<file path="config.mk">
export PLATFORM = sky130hd
export DESIGN_NAME = are_muldiv
export DESIGN_NICKNAME = d
export VERILOG_FILES = /design/src/rtl/are_pkg.sv /design/src/rtl/are_muldiv.sv
export SDC_FILE = /design/constraint.sdc
export NUM_CORES = 1
export LEC_CHECK = 0
export ABC_AREA = 1
export ABC_CLOCK_PERIOD_IN_PS = 7300
export BUFFER_PORTS_ARGS = -buffer_cell sky130_fd_sc_hd__buf_2
export CORE_ASPECT_RATIO = 1.5
export CORE_MARGIN = 8
export CORE_UTILIZATION = 30
export DETAILED_ROUTE_END_ITERATION = 10
export GPL_TIMING_DRIVEN = 0
export MAX_ROUTING_LAYER = met4
export PLACE_DENSITY = 0.51
export SYNTH_ARGS = -nofsm -noshare
export SYNTH_HDL_FRONTEND = slang
export SYNTH_SLANG_ARGS = --single-unit
</file>
<file path="constraint.sdc">
create_clock -name clk -period 7.3 [get_ports clk]
set_input_delay 1.095 -clock clk [delete_from_list [all_inputs] [get_ports clk]]
set_output_delay 1.095 -clock clk [all_outputs]
set_load 0.005 [all_outputs]
</file>
<file path="src/rtl/are_pkg.sv">
// Shared types and constants for the arithmetic range encoder.
// Used by are_muldiv and arithmetic_range_encoder; depends on nothing.
package are_pkg;

  // Item kinds on the input channel
  typedef enum logic [1:0] {
    KIND_LOAD   = 2'd0,
    KIND_START  = 2'd1,
    KIND_ENCODE = 2'd2,
    KIND_FLUSH  = 2'd3
  } kind_t;

  // Result status codes
  typedef enum logic [1:0] {
    ST_OK        = 2'd0,
    ST_EMPTY     = 2'd1,
    ST_ZERO_FREQ = 2'd2,
    ST_OVERFLOW  = 2'd3
  } status_t;

  typedef struct packed {
    kind_t       kind;
    logic [7:0]  symbol;
    logic [15:0] frequency;
  } in_item_t;

  typedef struct packed {
    logic        first_bit;
    logic [15:0] follow_count;
    logic        last;
    status_t     status;
  } out_item_t;

  // Main sequencer states
  typedef enum logic [3:0] {
    S_IDLE,
    S_CUM_RD,
    S_CUM_ADD,
    S_RD_LO,
    S_RD_HI,
    S_CHK,
    S_MUL_HI,
    S_MUL_LO,
    S_NORM,
    S_FINAL
  } state_t;

  // Multiply/divide unit phases
  typedef enum logic [1:0] {
    MD_IDLE,
    MD_MUL,
    MD_DIV
  } md_state_t;

  localparam int unsigned BOUND_W = 32;
  localparam int unsigned RANGE_W = 33;
  localparam int unsigned FOLLOW_W = 16;
  localparam int unsigned RES_CNT_W = 6;

  localparam logic [BOUND_W-1:0] HALF     = 32'h8000_0000;
  localparam logic [BOUND_W-1:0] QUARTER  = 32'h4000_0000;
  localparam logic [BOUND_W-1:0] THREE_Q  = 32'hC000_0000;
  localparam logic [BOUND_W-1:0] ALL_ONES = 32'hFFFF_FFFF;

  localparam logic [RES_CNT_W-1:0] MAX_RESULTS = 6'd32;

endpackage

</file>
<file path="src/rtl/are_muldiv.sv">
// Iterative (a * b) / d unit: shift-add multiply, then restoring division.
// One bit per cycle in each phase. Depends on are_pkg.
module are_muldiv #(
  parameter int unsigned A_W = 33,
  parameter int unsigned B_W = 24,
  parameter int unsigned D_W = 24
) (
  input  logic           clk,
  input  logic           rst,
  input  logic           start,
  input  logic [A_W-1:0] a,
  input  logic [B_W-1:0] b,
  input  logic [D_W-1:0] d,
  output logic           done,
  output logic [A_W-1:0] q
);

  localparam int unsigned P_W   = A_W + B_W;
  localparam int unsigned CNT_W = $clog2(P_W + 1);

  are_pkg::md_state_t phase, phase_next;
  logic [P_W-1:0]   acc;
  logic [B_W-1:0]   mult;
  logic [A_W-1:0]   a_reg;
  logic [D_W-1:0]   d_reg;
  logic [D_W:0]     rem;
  logic [CNT_W-1:0] cnt;
  logic [D_W:0]     trial;
  logic             q_bit;

  // Division step: bring down the next dividend bit and try a subtract
  assign trial = {rem[D_W-1:0], acc[P_W-1]};
  assign q_bit = (trial >= {1'b0, d_reg});
  assign q     = acc[A_W-1:0];

  // Phase sequencing
  always_comb begin
    phase_next = phase;
    unique case (phase)
      are_pkg::MD_IDLE: if (start) phase_next = are_pkg::MD_MUL;
      are_pkg::MD_MUL:  if (cnt == CNT_W'(1)) phase_next = are_pkg::MD_DIV;
      are_pkg::MD_DIV:  if (cnt == CNT_W'(1)) phase_next = are_pkg::MD_IDLE;
      default:          phase_next = are_pkg::MD_IDLE;
    endcase
  end

  always_ff @(posedge clk) begin
    if (rst) begin
      phase <= are_pkg::MD_IDLE;
      done  <= 1'b0;
    end else begin
      phase <= phase_next;
      done  <= (phase == are_pkg::MD_DIV) && (cnt == CNT_W'(1));
    end
  end

  // Datapath
  always_ff @(posedge clk) begin
    unique case (phase)
      are_pkg::MD_IDLE: begin
        if (start) begin
          acc   <= '0;
          mult  <= b;
          a_reg <= a;
          d_reg <= d;
          cnt   <= CNT_W'(B_W);
        end
      end
      are_pkg::MD_MUL: begin
        acc  <= {acc[P_W-2:0], 1'b0} + (mult[B_W-1] ? P_W'(a_reg) : '0);
        mult <= {mult[B_W-2:0], 1'b0};
        if (cnt == CNT_W'(1)) begin
          cnt <= CNT_W'(P_W);
          rem <= '0;
        end else begin
          cnt <= cnt - CNT_W'(1);
        end
      end
      are_pkg::MD_DIV: begin
        rem <= q_bit ? (trial - {1'b0, d_reg}) : trial;
        acc <= {acc[P_W-2:0], q_bit};
        cnt <= cnt - CNT_W'(1);
      end
      default: ;
    endcase
  end

`ifndef ASSERT_OFF
  a_done_after_div: assert property (@(posedge clk) disable iff (rst)
    done |-> $past(phase) == are_pkg::MD_DIV)
    else $error("done without a division phase");
  a_no_start_busy: assert property (@(posedge clk) disable iff (rst)
    (phase != are_pkg::MD_IDLE) |-> !start)
    else $error("start while busy");
  a_rem_below_d: assert property (@(posedge clk) disable iff (rst)
    (phase == are_pkg::MD_DIV) |=> (phase != are_pkg::MD_DIV) || (rem < {1'b0, d_reg}))
    else $error("remainder not reduced");
`endif

endmodule

</file>
==> impl_metrics.tcl, run 1 <==
set metrics [dict create \
    slew_viol_final 0 \
    hpwl_microns 34300 \
    final_cells 2481 \
    startpoint_type "flop" \
    peakVddDrop_mv 0.243 \
    skew_ns 0.0102 \
    worstMarginPinSlew_ns 0.878 \
    path_cells "clkbuf_1 > clkbuf_1 > nand2_1 > inv_1 > ha_1 > inv_1 > fa_1 > inv_1 > nand3_1 > nand3_1 > nand2_1 > nand2_1 > nand3_1 > nand2_1 > nand2_1 > nand2_1 > nand3_1 > nand2_1 > a21oi_1" \
    critPathCapture "acc[49]" \
    gp_congestion 0.944 \
    cts_buffers 17 \
    overflow 0 \
    synth_seq_area_share_pct 40.7 \
    die_w_microns 183 \
    cts_tree "built" \
    leakagePower_nw 6.94 \
    area_growth_pct 16.1 \
    worstRegToRegCells 19 \
    grt.total_usage_pct 18.3 \
    hold_buffers 0 \
    endpoint_kind "flop" \
    clk_path_buf_depth 2 \
    drt-total-wl_microns 42200 \
    synth_area_sq_um 12500 \
    initial_core_util_pct 30.1 \
    grt_pass1_wl_microns 66100 \
    die_h_microns 266 \
    cpMostUsedCell "nand2_1" \
    final_nets 2051 \
    n_antenna_cell 0 \
    largest_reg_flops 57 \
    drc 0 \
    core_area_sq_um 41700 \
    cp_slowest_stage_delay_ns 0.45 \
    reg2reg_setup_slack_ns 3.58 \
    crit_slowest_cell "clkbuf_1" \
    period_minus_slack_ns 3.72 \
    drive_above_1_share_pct 12.4 \
    setup_viol 0 \
    synth_cells 1763 \
    fp.dieArea_sq_um 48700 \
    viasPerCell 4.61 \
    post_cts_resized 0 \
    cap_violations 0 \
    setup_tns_ns 0 \
    antenna_found_initial 0 \
    htreeDepth 4 \
    clkLatencyLatePin_ns 0.46 \
    ys_warn_count 0 \
    status "finished clean" \
    wl_per_cell_microns 17.0 \
    crit_type "flop to flop" \
    io-pin-count 118 \
    hp-class "flop to flop" \
    num_vias 11438 \
    relSlewSlack_pct 41.2 \
    reg2reg_from "mult[23]" \
    worstPathRequired_ns 7.51 \
    utilization_pct 35.0 \
    rsz0062_at_grt "no" \
    worstPathArrival_ns 3.93 \
    grt_pass1_vias 11963 \
    grt_max_degree 38 \
    antenna_left 0 \
    post_cts_buffers 0 \
    cp-startpoint "mult[23]" \
    cts_root_buf "clkbuf_16" \
    critPathMaxFanout 10 \
    timing.rr.end "acc[49]" \
    drtIter0Drc 623 \
    drt_first_pass_iters 4 \
    cts.sinks 171 \
    synth.net_count 1910 \
    synth.distinct_cells 44 \
    fin_crit_sh_pct 50.9 \
    clk_pin_slew_ns 0.07 \
    io_buffers 117 \
    ys_ff_latch 171 \
    rows 92 \
    hold_viol_final 0 \
    syn_avg_cell_area_sq_um 7.11 \
    powerDensity_nw_per_um2 429 \
    max_clock_freq_mhz 269 \
    dpl.cell_count 2449 \
]
==> cells by family after synthesis <==
logic type      count (synthesis)  synth area share, %
compound gates                208                 8.79
buf+inv                       349                 11.8
simple gates                  955                 31.1
fa+ha+maj                      63                 6.40
flops                         171                 40.7
xor+xnor                       17                 1.19
==> placed cells by master, fill, tap and decap left out, types with 4 or more instances in the layout <==
master and count:
nand2_1 655, inv_1 276, edfxtp_1 168, nor2_1 146
a21oi_1 128, buf_2 120, nand3_1 76, ha_1 61
o21ai_0 59, buf_4 34, clkbuf_1 21, nand4_1 19
clkbuf_16 17, nor3_1 15, xnor2_1 14, nand3b_1 11
nor2_2 8, or2_2 8, buf_1 6, nand2_2 5
o21ai_2 5, and2_1 4, a21oi_2 4
==> metrics by stage <==
stage	hold WS [ns]	cell area, sq um	setup slack [ns]	total power (W)
floorplan	0.450	12500	1.20	0.00413
detailed placement	0.481	14000	3.48	0.00535
CTS	0.492	14600	3.46	0.00632
global route	0.509	14600	3.25	0.00681
finish	0.491	14600	3.58	0.00625
global placement	0.468	13800	-2.66	0.00531
==> routing by layer <==
metal / vias up / wire length [microns] / track usage, % / share of wire [%]
met5: - / 0 / - / 0
met4: 0 / 2020 / 9.59 / 4.8
met3: 83 / 1470 / 2.77 / 3.5
met2: 244 / 22300 / 33.9 / 53
met1: 5256 / 16300 / 18.1 / 39
li1: 5855 / - / - / -
==> power by group <==
group	switching, W	internal [W]
clock network	0.000441	0.000511
registers	0.000286	0.00158
logic	0.00229	0.00114
==> synthesized netlist by cell type <==
cell,instances,area (sq um)
nand2_1,655,2460
inv_1,277,1040
edfxtp_1,168,5040
nor2_1,146,548
a21oi_1,129,646
nand3_1,76,380
ha_1,61,763
o21ai_0,61,305
buf_4,34,255
clkbuf_1,21,78.8
nand4_1,19,119
nor3_1,15,75.1
xnor2_1,14,123
nand3b_1,11,82.6
nor2_2,8,50.1
or2_2,8,50.1
buf_1,6,22.5
nand2_2,5,31.3
a21oi_2,4,35.0
and2_1,4,25.0
o21ai_2,4,35.0
buf_2,3,15.0
buf_8,3,45.0
dfxtp_1,3,60.1
o21ai_1,3,15.0
xor2_1,3,26.3
clkinv_1,2,7.51
fa_1,2,40.0
inv_2,2,7.51
o21bai_1,2,15.0
a21o_1,1,7.51
a21oi_4,1,16.3
a2bb2oi_1,1,8.76
and3_1,1,6.26
buf_6,1,11.3
nand3_2,1,10.0
nand3_4,1,17.5
nand4_2,1,12.5
nor2_4,1,11.3
nor3_2,1,10.0
nor3b_1,1,7.51
nor4_1,1,6.26
o21a_1,1,7.51
o21bai_2,1,11.3
==> how the worst min path moves through the flow <==
stage | start | endpoint | slack (ns) | cells past startpoint
after CTS | phase[1] | phase[1] | 0.49 | 2
final | phase[1] | phase[1] | 0.49 | 2
after floorplan | phase[1] | phase[1] | 0.45 | 2
after global routing | phase[0] | phase[0] | 0.51 | 2
after detailed placement | phase[1] | phase[1] | 0.48 | 2
after global placement | phase[1] | phase[1] | 0.47 | 2
==> critical path: cells and delay by family (launching register included) <==
family                   cells  cell delay, ns
AND/OR/NAND/NOR             11            1.37
buffers and inverters        5            1.16
adder cells (fa/ha/maj)      2            0.55
flip-flops                   1            0.32
AO/OA/AOI/OAI                1            0.07
==> final cells by class <==
class | instances | area (sq um)
Sequential cell | 171 | 5100
Fill cell | 4565 | 27100
Buffer | 68 | 428
Tap cell | 564 | 706
Timing Repair Buffer | 122 | 701
Multi-Input combinational cell | 1243 | 5980
Inverter | 281 | 1050
Clock buffer | 17 | 425
Clock inverter | 15 | 165
Note: power is estimated with default switching activity, not from simulation.
==> run 2: changes to the inputs <==
- ABC_AREA: 1 -> 0
- ABC_CLOCK_PERIOD_IN_PS: 7300 -> 3700
- clock period: 7.3 -> 3.7 ns (I/O delays scaled with it)
==> run 2 against run 1 <==
  * Design area is 13% lower
  * Fmax is 5.5% higher
  * Sequential cell count stayed put
  * Critical endpoint is now acc[38]
  * Largest power group is now sequential cells
  * Highest routed layer unchanged
==> impl_metrics.tcl, run 2 <==
set metrics [dict create \
    status "finished clean" \
    area_growth_pct 19.6 \
    num_vias 8021 \
    htreeDepth 4 \
    startpoint_type "flop" \
    ys_warn_count 0 \
    clkLatencyLatePin_ns 0.45 \
    grt_max_degree 64 \
    final_cell_mix "168 x edfxtp_1, 123 x buf_2, 79 x nand2_1" \
    powerDensity_nw_per_um2 412 \
    switchingPower_w 0.00146 \
    grt_pass1_vias 8391 \
    synth_top_area_share_pct 47.7 \
    worstPathArrival_ns 3.71 \
    seq_power_share_pct 46.0 \
    synth.largest_area_cell "edfxtp_1" \
    rsz0062_at_grt "no" \
    drive_above_1_share_pct 24.0 \
    rows 84 \
    die_w_microns 169 \
    pwr-share-clk_pct 34.8 \
    core_area_sq_um 34900 \
    hold_buffers 0 \
    p_int_w 0.00374 \
    hold_viol_final 0 \
    path_cells "buf_4 > buf_2 > and2_1 > ha_2 > nand2_1 > nor4_4 > a22o_1 > a2111oi_2 > a21oi_2 > nand4b_1 > a31o_4 > buf_6 > buf_6 > a21oi_1 > o21ai_0 > o31ai_1" \
    skew_ns 0.0175 \
    io_buffers 117 \
    grt_pass1_wl_microns 44600 \
    reg2reg_setup_slack_ns 0.18 \
    fp.dieArea_sq_um 41600 \
    critPathMaxFanout 10 \
    power_w 0.00521 \
    setup_viol 0 \
    drt_first_pass_iters 4 \
    slew_viol_final 0 \
    drtIter0Drc 430 \
    worstMarginPinSlew_ns 0.880 \
    peakVddDrop_mv 0.193 \
    initial_core_util_pct 30.3 \
    cts_buffers 17 \
    viasPerCell 4.90 \
    switching_share_pct 28.1 \
    largest_reg_flops 57 \
    cts.sinks 171 \
    power.share.combinational_pct 19.1 \
    clk_path_buf_depth 2 \
    period_minus_slack_ns 3.52 \
    leakagePower_nw 4.98 \
    endpoint_kind "flop" \
    wl_per_cell_microns 17.1 \
    synth.net_count 1150 \
    cp_slowest_stage_delay_ns 0.40 \
    grt.total_usage_pct 14.1 \
    crit_slowest_cell "ha_2" \
    clk_pin_slew_ns 0.07 \
    overflow 0 \
    fin_crit_sh_pct 95.1 \
    final_common_cell "edfxtp_1" \
    cpMostUsedCell "buf_6" \
    synth_common_cells "168 x edfxtp_1, 81 x nand2_1, 69 x o21ai_0" \
    cts_root_buf "clkbuf_16" \
    synth_edf_count 168 \
    dp_slack_ns -0.580 \
    async_reset_ff_share_pct 0 \
    antenna_left 0 \
    synth_area_sq_um 10600 \
    final_nets 1297 \
    hp-class "input port to flop" \
    whs_ns 0.272 \
    synth.distinct_cells 69 \
    io-pin-count 118 \
    synth_cells 1003 \
    drt-total-wl_microns 28000 \
    crit_type "flop to flop" \
    die_h_microns 246 \
    drc 0 \
    worstPathRequired_ns 3.89 \
    syn_avg_cell_area_sq_um 10.5 \
    timing.final.ws_setup_ns 0.180 \
    yosys-top-cells-area "edfxtp_1 48%, ha_1 7.2%, o21ai_0 3.3%" \
    relSlewSlack_pct 41.3 \
    cts_tree "built" \
    cap_violations 0 \
    antenna_found_initial 1 \
    max_clock_freq_mhz 284 \
    hpwl_microns 20700 \
    ys_ff_latch 171 \
    synth_seq_area_share_pct 48.3 \
    ys.flop_type "edfxtp_1" \
    gp_congestion 0.914 \
    yosysMostFrequentCell "edfxtp_1" \
]
## run 2: cell types whose count changed after synthesis, moves of 16 or more
cell and change:
a21oi_1 -63, mux2i_1 +16, nand3_1 -58, a21o_1 +20, inv_1 -229, and2_1 +35, nand2_1 -574, nor2_1 -85
mux2_2 +24, xor2_1 +18, nor2b_1 +22
## run 2: logic make-up after synthesis
logic type,synth area share (%)
buffers and inverters,5.69
adders and majority gates,7.60
and+or+nand+nor,14.2
muxes,4.07
DFF,48.3
xor gates and xnor gates,3.98
AOI/OAI and AO/OA,16.1
## run 2: final timing paths
path	start	to	depth (start not counted)
max	mult[23]	acc[38]	16
min	d[18]	d_reg[18]	1
max reg2reg	mult[23]	acc[38]	16
min reg2reg	phase[1]	phase[1]	2
## run 2: cell type report
cell class / count / area, sq um
flip-flops and latches: 171 / 5100
repair buffers: 128 / 712
multi-input cells: 714 / 5040
well taps: 473 / 592
plain buffers: 69 / 433
inverters: 49 / 184
clock inverters: 13 / 141
diodes: 1 / 2.50
clock buffers: 19 / 433
fillers: 3595 / 22300
## run 2: per-layer routing
| layer | global-route usage (%) | share of wire [%] |
|---|---|---|
| met1 | 14.7 | 40 |
| met2 | 26.2 | 55 |
| met3 | 2.17 | 2.7 |
| met4 | 5.46 | 2.0 |
| met5 | - | 0 |
## run 2: critical path: cells and delay by family, from the launching register on
family	cells	cell delay, ns
buffers and inverters	4	0.67
AND/OR/NAND/NOR	4	0.84
flip-flops	1	0.36
AO/OA/AOI/OAI	7	1.00
adder cells (fa/ha/maj)	1	0.40
## run 2: repair_timing
item / in CTS / in global routing
setup buffers: 5 / 2
endpoints found under the setup margin: 34 / 27
pin swaps: 2 / 9
resized for setup: 10 / 31
## run 2: power groups by stage
stage / clock [W] / combinational [W] / sequential (W)
floorplan: 0 / 0.000666 / 0.00241
global placement: 0 / 0.000921 / 0.00245
detailed placement: 0 / 0.000944 / 0.00244
CTS: 0.00187 / 0.000971 / 0.00239
global route: 0.00193 / 0.00110 / 0.00241
finish: 0.00181 / 0.000996 / 0.00240
## run 2: through the flow
stage	setup TNS, ns	utilization [%]	cells	area (sq um)
6_report	0	36.2	1637	12600
5_1_grt	0	36.2	1637	12600
3_3_place_gp	-172.19	33.7	1593	11800
2_1_floorplan	0	-	1003	10600
3_5_place_dp	-9.16	33.9	1597	11800
4_1_cts	0	35.8	1634	12500
